File: src/mqsb_pkg.sv
// Shared types, constants and helpers for the multi-queue shared buffer.
// Depends on nothing; every other file of the block imports it.
package mqsb_pkg;

  // Sizing of the shared slot store and the set of queues.
  localparam int NUM_SLOTS  = 16;
  localparam int NUM_QUEUES = 4;

  // Fixed field widths of the channels.
  localparam int QUEUE_ID_W = 2;
  localparam int VALUE_W    = 32;
  localparam int STATUS_W   = 2;

  // Slot index width, pointer width (one more code for null) and queue index width.
  localparam int SLOT_W = (NUM_SLOTS > 1) ? $clog2(NUM_SLOTS) : 1;
  localparam int PTR_W  = $clog2(NUM_SLOTS + 1);
  localparam int QIDX_W = (NUM_QUEUES > 1) ? $clog2(NUM_QUEUES) : 1;

  // The null pointer is the first code past the last slot.
  localparam logic [PTR_W-1:0] PTR_NULL = PTR_W'(NUM_SLOTS);

  // Depth of the command queue between front and back.
  localparam int CMDQ_DEPTH = 2;
  localparam int CMDQ_PTR_W = (CMDQ_DEPTH > 1) ? $clog2(CMDQ_DEPTH) : 1;
  localparam int CMDQ_CNT_W = $clog2(CMDQ_DEPTH + 1);

  // Action codes on the input channel.
  localparam logic ACT_ENQ = 1'b0;
  localparam logic ACT_DEQ = 1'b1;

  // Result status codes.
  typedef enum logic [STATUS_W-1:0] {
    STATUS_OK        = 2'd0,
    STATUS_OVERFLOW  = 2'd1,
    STATUS_UNDERFLOW = 2'd2
  } status_e;

  // A classified command handed from the front to the back.
  typedef struct packed {
    logic                      is_deq;
    logic [QIDX_W-1:0]         qidx;
    logic signed [VALUE_W-1:0] value;
  } cmd_t;

  // A pointer names a real slot only when it is below the slot count.
  function automatic logic is_slot(logic [PTR_W-1:0] p);
    return p < PTR_NULL;
  endfunction

  // Reduce a queue number modulo the queue count by repeated subtraction.
  function automatic logic [QIDX_W-1:0] queue_index(logic [QUEUE_ID_W-1:0] id);
    logic [8:0] r;
    r = 9'(id);
    for (int k = 0; k < (1 << QUEUE_ID_W); k++) begin
      if (r >= 9'(NUM_QUEUES)) begin
        r = r - 9'(NUM_QUEUES);
      end
    end
    return r[QIDX_W-1:0];
  endfunction

endpackage

File: src/mqsb_in_if.sv
// Input channel of the multi-queue shared buffer: valid, ready and one command item.
// Depends on mqsb_pkg for the field widths.
interface mqsb_in_if;
  import mqsb_pkg::*;

  logic                      valid;
  logic                      ready;
  logic                      action;
  logic [QUEUE_ID_W-1:0]     queue_id;
  logic signed [VALUE_W-1:0] value_in;

  modport source (output valid, output action, output queue_id, output value_in,
                  input ready);
  modport sink   (input valid, input action, input queue_id, input value_in,
                  output ready);
endinterface

File: src/mqsb_out_if.sv
// Output channel of the multi-queue shared buffer: valid, ready and one result item.
// Depends on mqsb_pkg for the field widths.
interface mqsb_out_if;
  import mqsb_pkg::*;

  logic                      valid;
  logic                      ready;
  logic signed [VALUE_W-1:0] value_out;
  logic [STATUS_W-1:0]       status;

  modport source (output valid, output value_out, output status, input ready);
  modport sink   (input valid, input value_out, input status, output ready);
endinterface

File: src/mqsb_front.sv
// Front end: accepts input items, classifies them into commands and queues them.
// Depends on mqsb_pkg and mqsb_in_if.
module mqsb_front (
  input  logic           clk_i,
  input  logic           rst_ni,
  mqsb_in_if.sink        in_i,
  output mqsb_pkg::cmd_t cmd_o,
  output logic           cmd_valid_o,
  input  logic           cmd_ready_i
);
  import mqsb_pkg::*;

  cmd_t                  cmdq_q [CMDQ_DEPTH];
  logic [CMDQ_PTR_W-1:0] wr_ptr_q, wr_ptr_d;
  logic [CMDQ_PTR_W-1:0] rd_ptr_q, rd_ptr_d;
  logic [CMDQ_CNT_W-1:0] count_q, count_d;
  logic                  push;
  logic                  pop;
  cmd_t                  cmd_new;

  // Decode the raw item into a command with a reduced queue index.
  always_comb begin
    cmd_new.is_deq = (in_i.action == ACT_DEQ);
    cmd_new.qidx   = queue_index(in_i.queue_id);
    cmd_new.value  = in_i.value_in;
  end

  // Handshakes on both sides of the command queue.
  assign in_i.ready  = (count_q != CMDQ_CNT_W'(CMDQ_DEPTH));
  assign push        = in_i.valid && in_i.ready;
  assign cmd_valid_o = (count_q != '0);
  assign pop         = cmd_valid_o && cmd_ready_i;
  assign cmd_o       = cmdq_q[rd_ptr_q];

  // Pointer and fill count updates, wrapping at the queue depth.
  always_comb begin
    wr_ptr_d = wr_ptr_q;
    rd_ptr_d = rd_ptr_q;
    count_d  = count_q;
    if (push) begin
      wr_ptr_d = (wr_ptr_q == CMDQ_PTR_W'(CMDQ_DEPTH - 1)) ? '0 : wr_ptr_q + 1'b1;
    end
    if (pop) begin
      rd_ptr_d = (rd_ptr_q == CMDQ_PTR_W'(CMDQ_DEPTH - 1)) ? '0 : rd_ptr_q + 1'b1;
    end
    if (push && !pop) begin
      count_d = count_q + 1'b1;
    end else if (pop && !push) begin
      count_d = count_q - 1'b1;
    end
  end

  always_ff @(posedge clk_i or negedge rst_ni) begin
    if (!rst_ni) begin
      wr_ptr_q <= '0;
      rd_ptr_q <= '0;
      count_q  <= '0;
    end else begin
      wr_ptr_q <= wr_ptr_d;
      rd_ptr_q <= rd_ptr_d;
      count_q  <= count_d;
    end
  end

  // Command storage needs no reset.
  always_ff @(posedge clk_i) begin
    if (push) begin
      cmdq_q[wr_ptr_q] <= cmd_new;
    end
  end

endmodule

File: src/mqsb_back.sv
// Back end: executes enqueue and dequeue commands on the linked slot store
// and holds the result item in an output register. Depends on mqsb_pkg, mqsb_out_if.
module mqsb_back (
  input  logic           clk_i,
  input  logic           rst_ni,
  input  mqsb_pkg::cmd_t cmd_i,
  input  logic           cmd_valid_i,
  output logic           cmd_ready_o,
  mqsb_out_if.source     out_o
);
  import mqsb_pkg::*;

  typedef enum logic [1:0] {
    ST_IDLE = 2'b01,
    ST_RESP = 2'b10
  } back_state_e;

  back_state_e state_q, state_d;

  // Queue pointers, link table and free-list head.
  logic [PTR_W-1:0] head_q [NUM_QUEUES];
  logic [PTR_W-1:0] tail_q [NUM_QUEUES];
  logic [PTR_W-1:0] link_q [NUM_SLOTS];
  logic [PTR_W-1:0] free_head_q, free_head_d;

  // Slot data memory with a registered read port.
  logic signed [VALUE_W-1:0] slot_mem [NUM_SLOTS];
  logic signed [VALUE_W-1:0] rd_data_q;

  // Per-command control.
  logic              exec;
  logic [PTR_W-1:0]  head_cur;
  logic [PTR_W-1:0]  tail_cur;
  logic [PTR_W-1:0]  slot;
  logic              head_we;
  logic [PTR_W-1:0]  head_wdata;
  logic              tail_we;
  logic              link_a_we;
  logic [SLOT_W-1:0] link_a_addr;
  logic [PTR_W-1:0]  link_a_data;
  logic              link_b_we;
  logic [SLOT_W-1:0] link_b_addr;
  logic [PTR_W-1:0]  link_b_data;
  logic              data_we;
  logic              rd_en;
  status_e           status_d, status_q;
  logic              deq_ok_d, deq_ok_q;

  // Output register.
  logic                      out_free;
  logic                      out_load;
  logic                      out_valid_q;
  logic signed [VALUE_W-1:0] out_value_q;
  logic [STATUS_W-1:0]       out_status_q;

  assign cmd_ready_o = (state_q == ST_IDLE);
  assign exec        = cmd_ready_o && cmd_valid_i;
  assign head_cur    = head_q[cmd_i.qidx];
  assign tail_cur    = tail_q[cmd_i.qidx];
  assign slot        = cmd_i.is_deq ? head_cur : free_head_q;

  // Work out every pointer update of one command in its execute cycle.
  always_comb begin
    free_head_d = free_head_q;
    head_we     = 1'b0;
    head_wdata  = slot;
    tail_we     = 1'b0;
    link_a_we   = 1'b0;
    link_a_addr = slot[SLOT_W-1:0];
    link_a_data = PTR_NULL;
    link_b_we   = 1'b0;
    link_b_addr = tail_cur[SLOT_W-1:0];
    link_b_data = slot;
    data_we     = 1'b0;
    rd_en       = 1'b0;
    status_d    = STATUS_OK;
    deq_ok_d    = 1'b0;
    if (exec) begin
      if (!cmd_i.is_deq) begin
        if (!is_slot(slot)) begin
          status_d = STATUS_OVERFLOW;
        end else begin
          // Take the first free slot and append it to the queue's chain.
          free_head_d = link_q[slot[SLOT_W-1:0]];
          if (!is_slot(head_cur)) begin
            head_we = 1'b1;
          end else if (is_slot(tail_cur)) begin
            link_b_we = 1'b1;
          end
          link_a_we = 1'b1;
          tail_we   = 1'b1;
          data_we   = 1'b1;
        end
      end else begin
        if (!is_slot(slot)) begin
          status_d = STATUS_UNDERFLOW;
        end else begin
          // Unlink the head slot and push it onto the free list.
          head_we     = 1'b1;
          head_wdata  = link_q[slot[SLOT_W-1:0]];
          link_a_we   = 1'b1;
          link_a_data = free_head_q;
          free_head_d = slot;
          rd_en       = 1'b1;
          deq_ok_d    = 1'b1;
        end
      end
    end
  end

  // Sequencer: execute a command, then hand its result to the output register.
  assign out_free = !out_valid_q || out_o.ready;
  assign out_load = (state_q == ST_RESP) && out_free;

  always_comb begin
    state_d = state_q;
    case (state_q)
      ST_IDLE: begin
        if (exec) begin
          state_d = ST_RESP;
        end
      end
      ST_RESP: begin
        if (out_free) begin
          state_d = ST_IDLE;
        end
      end
      default: state_d = ST_IDLE;
    endcase
  end

  // Control registers and pointer state.
  always_ff @(posedge clk_i or negedge rst_ni) begin
    if (!rst_ni) begin
      state_q     <= ST_IDLE;
      free_head_q <= '0;
      out_valid_q <= 1'b0;
      for (int i = 0; i < NUM_QUEUES; i++) begin
        head_q[i] <= PTR_NULL;
        tail_q[i] <= PTR_NULL;
      end
      for (int i = 0; i < NUM_SLOTS; i++) begin
        link_q[i] <= PTR_W'(i + 1);
      end
    end else begin
      state_q     <= state_d;
      free_head_q <= free_head_d;
      if (out_load) begin
        out_valid_q <= 1'b1;
      end else if (out_o.ready) begin
        out_valid_q <= 1'b0;
      end
      if (head_we) begin
        head_q[cmd_i.qidx] <= head_wdata;
      end
      if (tail_we) begin
        tail_q[cmd_i.qidx] <= slot;
      end
      for (int i = 0; i < NUM_SLOTS; i++) begin
        if (link_a_we && (link_a_addr == SLOT_W'(i))) begin
          link_q[i] <= link_a_data;
        end else if (link_b_we && (link_b_addr == SLOT_W'(i))) begin
          link_q[i] <= link_b_data;
        end
      end
    end
  end

  // Slot data memory: a write for an enqueue, a registered read for a dequeue.
  always_ff @(posedge clk_i) begin
    if (data_we) begin
      slot_mem[slot[SLOT_W-1:0]] <= cmd_i.value;
    end
    if (rd_en) begin
      rd_data_q <= slot_mem[slot[SLOT_W-1:0]];
    end
  end

  // Result payload registers.
  always_ff @(posedge clk_i) begin
    if (exec) begin
      status_q <= status_d;
      deq_ok_q <= deq_ok_d;
    end
    if (out_load) begin
      out_value_q  <= deq_ok_q ? rd_data_q : '0;
      out_status_q <= status_q;
    end
  end

  assign out_o.valid     = out_valid_q;
  assign out_o.value_out = out_value_q;
  assign out_o.status    = out_status_q;

endmodule

File: src/multi_queue_shared_buffer.sv
// Top level of the multi-queue shared buffer: front end, command queue and back end.
// Depends on mqsb_pkg, mqsb_in_if, mqsb_out_if, mqsb_front and mqsb_back.
//
//   Channel  Direction  Payload                          Handshake
//   in_i     sink       action, queue_id, value_in       valid/ready
//   out_o    source     value_out, status                valid/ready
//
// In the back end each item passes through ST_IDLE, which reads and updates the link
// table, queue pointers and free-list head, then ST_RESP, which moves the result to
// the output. The free-list head and queue pointers written by one item feed the
// next, so no new item enters before the last leaves ST_RESP. Reset is asynchronous
// and active low and leaves every queue empty with all slots on the free list; no
// clearing pass. Up to two items wait in the command queue while the output stalls.
module multi_queue_shared_buffer (
  input  logic   clk_i,
  input  logic   rst_ni,
  mqsb_in_if.sink    in_i,
  mqsb_out_if.source out_o
);
  import mqsb_pkg::*;

  cmd_t cmd;
  logic cmd_valid;
  logic cmd_ready;

  // Accept and classify items.
  mqsb_front u_front (
    .clk_i       (clk_i),
    .rst_ni      (rst_ni),
    .in_i        (in_i),
    .cmd_o       (cmd),
    .cmd_valid_o (cmd_valid),
    .cmd_ready_i (cmd_ready)
  );

  // Execute commands on the shared slot store.
  mqsb_back u_back (
    .clk_i       (clk_i),
    .rst_ni      (rst_ni),
    .cmd_i       (cmd),
    .cmd_valid_i (cmd_valid),
    .cmd_ready_o (cmd_ready),
    .out_o       (out_o)
  );

endmodule
File: src/flat_wrapper.sv
// flat-port wrapper written by rule: the top's interface ports become plain ports
module multi_queue_shared_buffer_flat import mqsb_pkg::*;
  (clk_i, rst_ni, in_i_valid, in_i_action, in_i_queue_id, in_i_value_in, in_i_ready, out_o_valid, out_o_value_out, out_o_status, out_o_ready);
  mqsb_in_if in_i_i ();
  mqsb_out_if out_o_i ();
  input  logic clk_i;
  input  logic rst_ni;
  input wire logic [$bits(in_i_i.valid)-1:0] in_i_valid;
  input wire logic [$bits(in_i_i.action)-1:0] in_i_action;
  input wire logic [$bits(in_i_i.queue_id)-1:0] in_i_queue_id;
  input wire logic [$bits(in_i_i.value_in)-1:0] in_i_value_in;
  output wire logic [$bits(in_i_i.ready)-1:0] in_i_ready;
  output wire logic [$bits(out_o_i.valid)-1:0] out_o_valid;
  output wire logic [$bits(out_o_i.value_out)-1:0] out_o_value_out;
  output wire logic [$bits(out_o_i.status)-1:0] out_o_status;
  input wire logic [$bits(out_o_i.ready)-1:0] out_o_ready;
  assign in_i_i.valid = in_i_valid;
  assign in_i_i.action = in_i_action;
  assign in_i_i.queue_id = in_i_queue_id;
  assign in_i_i.value_in = in_i_value_in;
  assign in_i_ready = in_i_i.ready;
  assign out_o_valid = out_o_i.valid;
  assign out_o_value_out = out_o_i.value_out;
  assign out_o_status = out_o_i.status;
  assign out_o_i.ready = out_o_ready;
  multi_queue_shared_buffer u_core (.clk_i(clk_i), .rst_ni(rst_ni), .in_i(in_i_i), .out_o(out_o_i));
endmodule
File: config.mk
export PLATFORM = sky130hd
export DESIGN_NAME = multi_queue_shared_buffer_flat
export DESIGN_NICKNAME = d
export VERILOG_FILES = /design/src/mqsb_pkg.sv /design/src/mqsb_in_if.sv /design/src/mqsb_out_if.sv /design/src/mqsb_front.sv /design/src/mqsb_back.sv /design/src/multi_queue_shared_buffer.sv /design/src/flat_wrapper.sv
export SDC_FILE = /design/constraint.sdc
export NUM_CORES = 1
export LEC_CHECK = 0
export BUFFER_PORTS_ARGS = -buffer_cell sky130_fd_sc_hd__buf_2
export CAP_MARGIN = 20
export CELL_PAD_IN_SITES_DETAIL_PLACEMENT = 0
export CELL_PAD_IN_SITES_GLOBAL_PLACEMENT = 2
export CORE_MARGIN = 5
export CORE_UTILIZATION = 45
export DETAILED_ROUTE_END_ITERATION = 8
export PLACE_DENSITY = 0.85
export SLEW_MARGIN = 20
export SYNTH_ARGS = -nofsm -noshare
export SYNTH_HDL_FRONTEND = slang
export SYNTH_HIERARCHICAL = 1
export SYNTH_SLANG_ARGS = --single-unit
File: constraint.sdc
create_clock -name clk_i -period 7.5 [get_ports clk_i]
set_clock_uncertainty 0.15 [all_clocks]
set_input_delay 0 -clock clk_i [delete_from_list [all_inputs] [get_ports clk_i]]
set_output_delay 0 -clock clk_i [all_outputs]
set_load 0.05 [all_outputs]
Yosys cells after proc, flatten, opt, wreduce, memory -nomap -nowiden
Memory sizes are Yosys's and may differ from the RTL's. A register that Yosys moved wholly into a read port is not among the register bits.
Index checks and enable logic that the tools add are counted.
- multiply operators: 0
- $add $sub $neg: 4
- muxes and demuxes: 86
- reductions and logical operators: 65
- shift-type cells: 0
- div/mod/pow operators: 0
- bitwise gates (word level): 2
- $lt $le $gt $ge: 6
- equal/unequal tests: 35
- operators by type and width (operator ; count):
    $mux W5 ; 49
    $eq A4 B4 Y1 const B ; 16
    $bwmux W20 ; 2
    $logic_and A1 B1 Y1 ; 38
    $reduce_bool A2 Y1 ; 19
    $eq A4 B3 Y1 const B ; 8
    $mux W1 ; 24
    $bmux W5 S2 ; 2
    $bmux W5 S4 ; 1
    $eq A4 B2 Y1 const B ; 4
    $lt A5 B5 Y1 const B ; 3
    $mux W2 ; 6
    $demux W5 S2 ; 1
    $eq A4 B1 Y1 const B ; 2
    $logic_not A4 Y1 ; 2
    $ge A5 B5 Y1 const B ; 1
    $not A4 Y5 ; 1
    $ne A2 B2 Y1 const B ; 2
    $pmux W2 S2 ; 1
    $reduce_and A2 Y1 ; 2
    $ge A3 B3 Y1 const B ; 1
    $logic_not A1 Y1 ; 3
    $lt A3 B1 Y1 const B ; 1
    $not A2 Y3 ; 1
    other kinds (7) ; 8
- bits in writable memories: 582
- ROM bits: 0
- output and inout port bits: 36
- bits in latches: 0
- bits in registers: 169
- logic and storage cells: 234
- memories: 2
- input port bits: 39
- memory list (memory ; depth ; width ; read ports ; clocked after memory_dff ; write ports ; line ; RTL):
    u_core.u_back.slot_mem ; 16 ; 32 ; 1 ; 1 ; 1 ; mqsb_back.sv:27 ; logic signed [VALUE_W-1:0] slot_mem [NUM_SLOTS];
    u_core.u_front.cmdq_q ; 2 ; 35 ; 1 ; 0 ; 1 ; mqsb_front.sv:13 ; cmd_t cmdq_q [CMDQ_DEPTH];

Longest topological paths before layout
Gate-level depths: netlist (run 1).
An unclocked memory read counts as a cell.
- depth in word-level cells: 14
- depth in mapped cells: 13
- depth with buffers taken out: 7

Hierarchy
Netlist (run 1), hierarchy kept.
- modules (own cells, without submodules) (module ; area an instance (sq um) ; cells each ; sequential area each (sq um) ; instances):
    mqsb_back ; 29686.0 ; 1785 ; 20702.4 ; 1
    mqsb_front ; 2870.3 ; 127 ; 2202.1 ; 1

Worst setup path after synthesis (run 1)
OpenSTA, ideal clock, no wires.
- kind: register -> register
- from: reg u_core.u_front.rd_ptr_q
- to: mem u_core.u_back.slot_mem[8][0], enable pin
- path buffers: 5
- cell stages (with the launch flop): 12
- arrival time: 4005 ps
- clock period less this slack: 4576 ps
- library setup time: 421 ps
- setup slack: 2924 ps
- required time: 6929 ps
- path through: dfrtp_1 buf_6 buf_12 mux2_4 buf_4 mux4_2 inv_1 a32o_1 clkbuf_1 clkbuf_1 nand2_1 nor2_1
- RTL lines (item ; line ; RTL):
    from (decl) ; mqsb_front.sv:15 ; logic [CMDQ_PTR_W-1:0] rd_ptr_q, rd_ptr_d;
    from (signal assigned) ; mqsb_front.sv:60 ; rd_ptr_q <= rd_ptr_d;
    to (decl) ; mqsb_back.sv:27 ;

==> impl_results.md, run 1 <==
- Crit Path Max Fanout: 159
- CP most frequent cell: mux2i_1
- Synth top area cells: edfxtp_1, mux2i_1, dfrtp_1
- Setup TNS: 0 ns
- # port buffers: 74
- WP data arrival: 5.57 ns
- Initial Util: 45.5%
- Synthesized flop and latch total: 783
- Layout cells sized above 1: 19.6%
- Minimum clock period: 5.41 ns
- CP endpoint kind: flop
- Pwr per Cell Area: 401 mW/mm2
- Worst path cell trace: mux2_2 > nor2b_1 > a21o_4 > buf_4 > buf_12 > mux2i_1 > mux2i_1 > mux2i_1 > mux2i_1
- Die width: 279 um
- Vias per inst: 5.62
- Post-placement cell area: 0.0341 mm2
- GR Util All Layers: 19.1%
- CP Data Required Time: 7.66 ns
- Crit-path max cell delay: 0.90 ns
- Hpwl dp: 41.9 mm
- F_max: 185 MHz
- Slew @ Worst Pin: 1.15 ns
- Vias: 17,400
- Slew Viols, Final: 0
- Inserted Diodes: 0
- Prevailing post-synth register cell: edfxtp_1
- Resized Gates After CTS: 0
- Syn. warnings: 6
- Synthesized net count: 1,952
- Tot Pwr: 15.1 mW
- Drt first pass iters: 5
- Post-Route Utilization: 52.6%
- GPL Wtd Cong: 0.809
- Post-DRT Antenna Nets: 0
- CTS sink cnt: 783
- EDFF count, synth: 651
- Most frequent cells in the layout: edfxtp_1, mux2i_1, dfrtp_1
- First-pass GRT wire length: 113 mm
- IO Pins: 75
- Slew HR: 23.6%
- Vias in the first global route: 18,000
- Slowest-stage cell, CP: buf_12
- Worst skew pair latency: 0.63 ns
- H-tree depth: 3
- Root Driver: clkbuf_16
- Total Nets Final: 2,122
- Reg2Reg Setup Slack: 2.09 ns
- Die H: 279 um
- Mapped Area: 0.0326 mm2
- Final hold vios: 0
- Initial antenna violation count: 3
- Fin crit share: 72.2%
- Clock Path Buffers: 3
- Worst Path Buf+Inv: 2
- Area growth syn-to-layout: 15.8%
- Detailed Route WL: 75.1 mm
- Maximum vdd drop: 0.361 mV
- Num rows: 98
- Post-Place Cells: 2,873
- Startpoint Class: flop
- Worst hold path type: in2reg
- Core area: 0.0716 mm2
- DRC viols: 0
- CTS tree: done
- Most common cell after layout, fill and taps aside: edfxtp_1
- Drt wl/cell: 24.2 um
- Distinct cells, synth: 77
- Max Cap Viol: 0
- Yosys top cell area share: 60.0%
- Post-Syn Area per Cell: 17.0 um2
- Clock Pin Slew Worst Setup and Hold Paths: 0.06 ns
- Status: finished clean
- Post-route cell area: 0.0377 mm2
- Die ar.: 0.0778 mm2
- Iter 0 DRT Violations: 1,416
- Post-synth top area cell: edfxtp_1
- Non-filler cells, final: 3,102
- Cell count after synthesis: 1,912
- Crit Path Class: reg2reg
- Leakage: 13.6 nW
- CP delay by family, top: buffers and inverters
- RSZ-0062 raised after global routing: no
- Register area share after synthesis: 70.4%
- Final setup violation count: 0
- Asr flop ratio synth: 16.9%
- Total gr overflow: 0
- Largest net degree at the start of global routing: 160
- Num CTS Buffers: 84
[layout make-up]
cell class                 count  area, um2
multi-input combinational   1006       9230
clock inverter                48        546
timing repair buffer         186       1450
tap                          950       1190
fill                        5776      33900
sequential                   783      22900
inverter                      21       78.8
clock buffer                 108       2290
[routing by layer]
metal | vias up | share of wire (%) | track usage [%]
met1 | 9025 | 43 | 25.9
met5 | - | 0 | 0
met4 | 0 | 2.8 | 6.01
li1 | 7796 | - | -
met3 | 133 | 4.9 | 2.83
met2 | 464 | 49 | 32.1
[cell families after synthesis]
kind of cell / count (synthesis) / synth area share [%]
AOI/OAI and AO/OA: 197 / 4.79
xor gates and xnor gates: 5 / 0.135
adders and majority gates: 1 / 0.0384
buffers and inverters: 123 / 1.85
DFF: 783 / 70.4
muxes: 574 / 19.2
and+or+nand+nor: 229 / 3.64
[registers in the layout (all words and copies together) (netlist names), 5 cells and up]
register                       flops
u_core/u_back/slot_mem           512
u_core/u_back/link_q              80
u_core/u_front/cmdq_q             70
u_core/u_back/out_o.value_out     32
u_core/u_back/rd_data_q           32
u_core/u_back/head_q              20
u_core/u_back/tail_q              20
u_core/u_back/free_head_q          5
[worst paths after layout]
path / from / endpoint / depth (start not counted)
max in group asynchronous: rst_ni / u_core/u_back/link_q[41]$_DFFE_PN0P_ / 4
worst min-delay path: in_i_value_in[30] / u_core/u_front/cmdq_q[0][30]$_DFFE_PP_ / 2
min in group asynchronous: rst_ni / u_core/u_back/head_q[9]$_DFFE_PN1P_ / 3
worst min register to register: u_core/u_back/status_q[1]$_SDFFCE_PN0P_ / u_core/u_back/out_o.status[1]$_DFFE_PP_ / 0
worst max register to register: u_core/u_front/rd_ptr_q$_DFFE_PN0P_ / u_core/u_back/rd_data_q[28]$_DFFE_PP_ / 9
worst max-delay path: u_core/u_front/rd_ptr_q$_DFFE_PN0P_ / u_core/u_back/rd_data_q[28]$_DFFE_PP_ / 9
[per-stage QoR]
step                hold slack, ns  setup WS [ns]
global route                0.0406           1.82
detailed placement         -0.0914           2.12
global placement            -0.107           2.16
floorplan                   -0.446           2.92
CTS                        0.00560           2.11
finish                      0.0392           2.09
[report_power, final]
group	switching (mW)	internal, mW
Clock	1.66	2.54
Sequential	0.245	5.78
Combinational	3.11	1.79
Total	5.01	10.1
[worst reg2reg max path, stage by stage (launching register included)]
cell,delay (ns)
dfrtp_2,0.85
mux2_2,0.65
nor2b_1,0.39
a21o_4,0.43
buf_4,0.78
buf_12,1.02
mux2i_1,0.38
mux2i_1,0.12
mux2i_1,0.20
mux2i_1,0.14
[cell usage after synthesis, drive strengths merged, types with 20 or more instances]
master and instances:
nand3 20, dfrtp 90, and2 38, o21ai 50, mux4 25, mux2 59, a21oi 26, nor2 49
inv 21, buf 64, mux2i 490, nand2 80, edfxtp 651, dfstp 42, clkbuf 38
[what timing repair did]
action / CTS / global route
hold buffers: 73 / 0
endpoints found under the setup margin: 0 / 0
endpoints found under the hold margin: 133 / 0
buffers inserted: 0 / 0
Note: power is estimated with default switching activity, not from simulation.
==> inputs of run 2 (changes only) <==
--- a/config.mk
+++ b/config.mk
@@ -10,7 +10,7 @@
 export CELL_PAD_IN_SITES_DETAIL_PLACEMENT = 0
 export CELL_PAD_IN_SITES_GLOBAL_PLACEMENT = 2
 export CORE_MARGIN = 5
-export CORE_UTILIZATION = 45
+export CORE_UTILIZATION = 43
 export DETAILED_ROUTE_END_ITERATION = 8
 export PLACE_DENSITY = 0.85
 export SLEW_MARGIN = 20
==> constraint.sdc (replaced) <==
create_clock -name clk_i -period 4.35 [get_ports clk_i]
set_clock_uncertainty 0.15 [all_clocks]
set_input_delay 0 -clock clk_i [delete_from_list [all_inputs] [get_ports clk_i]]
set_output_delay 0 -clock clk_i [all_outputs]
set_load 0.05 [all_outputs]
==> impl_results.md, run 2 (synthesized netlist as in run 1, its figures left out) <==
- Status: finished clean (unchanged)
- Hold Slack: 0.0240 ns (was 0.0392 ns)
- Worst r2r src: u_core/u_front/rd_ptr_q$_DFFE_PN0P_ (unchanged)
- Fillers: 6,185 (was 5,776)
- Final WS setup: 0.634 ns (was 2.09 ns)
- Core area: 0.0756 mm2 (was 0.0716 mm2)
- WP data arrival: 3.93 ns (was 5.57 ns)
- Reg2Reg Setup Slack: 0.63 ns (was 2.09 ns)
- IO Pins: 75 (unchanged)
- Largest net degree at the start of global routing: 77 (was 160)
- Worst Hold Depth: 2 (unchanged)
- Most frequent cells in the layout: edfxtp_1, mux2i_1, dfrtp_1 (unchanged)
- FF-to-FF End: u_core/u_back/rd_data_q[30]$_DFFE_PP_ (was u_core/u_back/rd_data_q[28]$_DFFE_PP_)
- Worst path cell trace: mux2_4 > mux4_2 > a21o_4 > buf_4 > nand2_1 > a311oi_1 > a311oi_1 > a31oi_1 (was mux2_2 > nor2b_1 > a21o_4 > buf_4 > buf_12 > mux2i_1 > mux2i_1 > mux2i_1 > mux2i_1)
- Post-route cell area: 0.0379 mm2 (was 0.0377 mm2)
- Num CTS Buffers: 83 (was 84)
- Area growth syn-to-layout: 16.5% (was 15.8%)
- Min-Delay Endpoint: u_core/u_front/cmdq_q[1][31]$_DFFE_PP_ (was u_core/u_front/cmdq_q[0][30]$_DFFE_PP_)
- Maximum vdd drop: 0.379 mV (was 0.361 mV)
- First-pass GRT wire length: 113 mm (about the same)
- Total Nets Final: 2,142 (was 2,122)
- Vias in the first global route: 18,200 (was 18,000)
- Tot Pwr: 25.8 mW (was 15.1 mW)
- Slew Viols, Final: 0 (unchanged)
- Post-DRT Antenna Nets: 0 (unchanged)
- Hold Crit Start: in_i_value_in[31] (was in_i_value_in[30])
- Setup Buffers After CTS: 0 (unchanged)
- RSZ-0062 raised after global routing: no (unchanged)
- CP most frequent cell: a311oi_1 (was mux2i_1)
- Max Cap Viol: 0 (unchanged)
- Post-Place Cells: 2,922 (was 2,873)
- GR Util All Layers: 18.2% (was 19.1%)
- Vias: 17,500 (was 17,400)
- Pre-CTS setup slack: 0.648 ns (was 2.12 ns)
- Crit Path Class: reg2reg (unchanged)
- Drt first pass iters: 5 (unchanged)
- Minimum clock period: 3.72 ns (was 5.41 ns)
- Num rows: 101 (was 98)
- # port buffers: 74 (unchanged)
- Non-filler cells, final: 3,146 (was 3,102)
- Post-Route Utilization: 50.2% (was 52.6%)
- Die H: 285 um (was 279 um)
- H-tree depth: 3 (unchanged)
- Drt wl/cell: 23.8 um (was 24.2 um)
- Total gr overflow: 0 (unchanged)
- Worst Path Buf+Inv: 1 (was 2)
- Vias per inst: 5.57 (was 5.62)
- Startpoint Class: flop (unchanged)
- Max reg flops: 512 (unchanged)
- Worst hold path type: in2reg (unchanged)
- Crit Path Max Fanout: 35 (was 159)
- CP delay by family, top: compound AO/OA/AOI/OAI gates (was buffers and inverters)
- F_max: 269 MHz (was 185 MHz)
- Slew @ Worst Pin: 0.887 ns (was 1.15 ns)
- Clock Path Buffers: 3 (unchanged)
- CP endpoint kind: flop (unchanged)
- CTS sink cnt: 783 (unchanged)
- Root Driver: clkbuf_16 (unchanged)
- Layout cells sized above 1: 20.3% (was 19.6%)
- Most common cell after layout, fill and taps aside: edfxtp_1 (unchanged)
- Setup TNS: 0 ns (unchanged)
- Worst skew pair latency: 0.62 ns (was 0.63 ns)
- Inserted Diodes: 0 (unchanged)
- DRC viols: 0 (unchanged)
- Pwr per Cell Area: 680 mW/mm2 (was 401 mW/mm2)
- GPL Wtd Cong: 0.826 (was 0.809)
- Die ar.: 0.0813 mm2 (was 0.0778 mm2)
- Die width: 285 um (was 279 um)
- Final hold vios: 0 (unchanged)
- Fin crit share: 85.4% (was 72.2%)
- Initial Util: 43.1% (was 45.5%)
- Detailed Route WL: 74.9 mm (was 75.1 mm)
- CP Data Required Time: 4.56 ns (was 7.66 ns)
- Iter 0 DRT Violations: 1,263 (was 1,416)
- Final setup violation count: 0 (unchanged)
- Leakage: 13.7 nW (was 13.6 nW)
- Initial antenna violation count: 2 (was 3)
- Slew HR: 40.9% (was 23.6%)
- CTS tree: done (unchanged)
- Hpwl dp: 41.6 mm (was 41.9 mm)
- Clock Pin Slew Worst Setup and Hold Paths: 0.06 ns (about the same)
- Slowest-stage cell, CP: buf_4 (was buf_12)
- Crit-path max cell delay: 0.53 ns (was 0.90 ns)
- R2r worst-path depth: 8 (was 9)
- Post-placement cell area: 0.0346 mm2 (was 0.0341 mm2)
==> run 2: cell count changes in the layout (fill, tap and decap cells not counted), moves of 3 or more <==
cell       before  now
buf_12          2   25
bufinv_16      11    3
clkbuf_8        1    4
clkbuf_1       19   16
clkinv_2       13   19
inv_6           2    5
==> run 2: report_power, final <==
group / total, mW / internal, mW / switching, mW
sequential: 10.3 / 9.97 / 0.354
combinational: 8.76 / 3.27 / 5.49
clock: 6.72 / 3.87 / 2.84
total: 25.8 / 17.1 / 8.69
==> run 2: metal layers <==
layer / global-route usage, % / vias up / share of wire (%)
li1: - / 7836 / -
met1: 23.8 / 9084 / 43
met2: 30.8 / 459 / 49
met3: 3.09 / 139 / 5.0
met4: 6.43 / 0 / 3.0
met5: 0 / - / 0
==> run 2: layout make-up <==
class | count | area [um2] | share of cell area (%)
Clock buffer | 106 | 2270 | 5.98
Clock inverter | 45 | 333 | 0.878
Inverter | 21 | 78.8 | 0.208
Multi-Input combinational cell | 1006 | 9230 | 24.3
Sequential cell | 783 | 22900 | 60.4
Tap cell | 978 | 1220 | 3.23
Timing Repair Buffer | 207 | 1880 | 4.97
==> run 2: what timing repair did <==
item	4_1_cts	5_1_grt
hold buffers	73	0
gates resized for setup	0	0
hold endpoints to repair	232	0
==> run 2: how the worst max path moves through the flow <==
stage | cells after the start | slack, ns | to | from
floorplan | 10 | -0.15 | u_core/u_back/slot_mem[10][0]$_DFFE_PP_ | u_core/u_front/rd_ptr_q$_DFFE_PN0P_
global placement | 8 | 0.70 | u_core/u_back/rd_data_q[30]$_DFFE_PP_ | u_core/u_front/rd_ptr_q$_DFFE_PN0P_
detailed placement | 8 | 0.65 | u_core/u_back/rd_data_q[30]$_DFFE_PP_ | u_core/u_front/rd_ptr_q$_DFFE_PN0P_
CTS | 8 | 0.65 | u_core/u_back/rd_data_q[30]$_DFFE_PP_ | u_core/u_front/rd_ptr_q$_DFFE_PN0P_
global route | 8 | 0.49 | u_core/u_back/rd_data_q[30]$_DFFE_PP_ | u_core/u_front/rd_ptr_q$_DFFE_PN0P_
finish | 8 | 0.63 | u_core/u_back/rd_data_q[30]$_DFFE_PP_ | u_core/u_front/rd_ptr_q$_DFFE_PN0P_
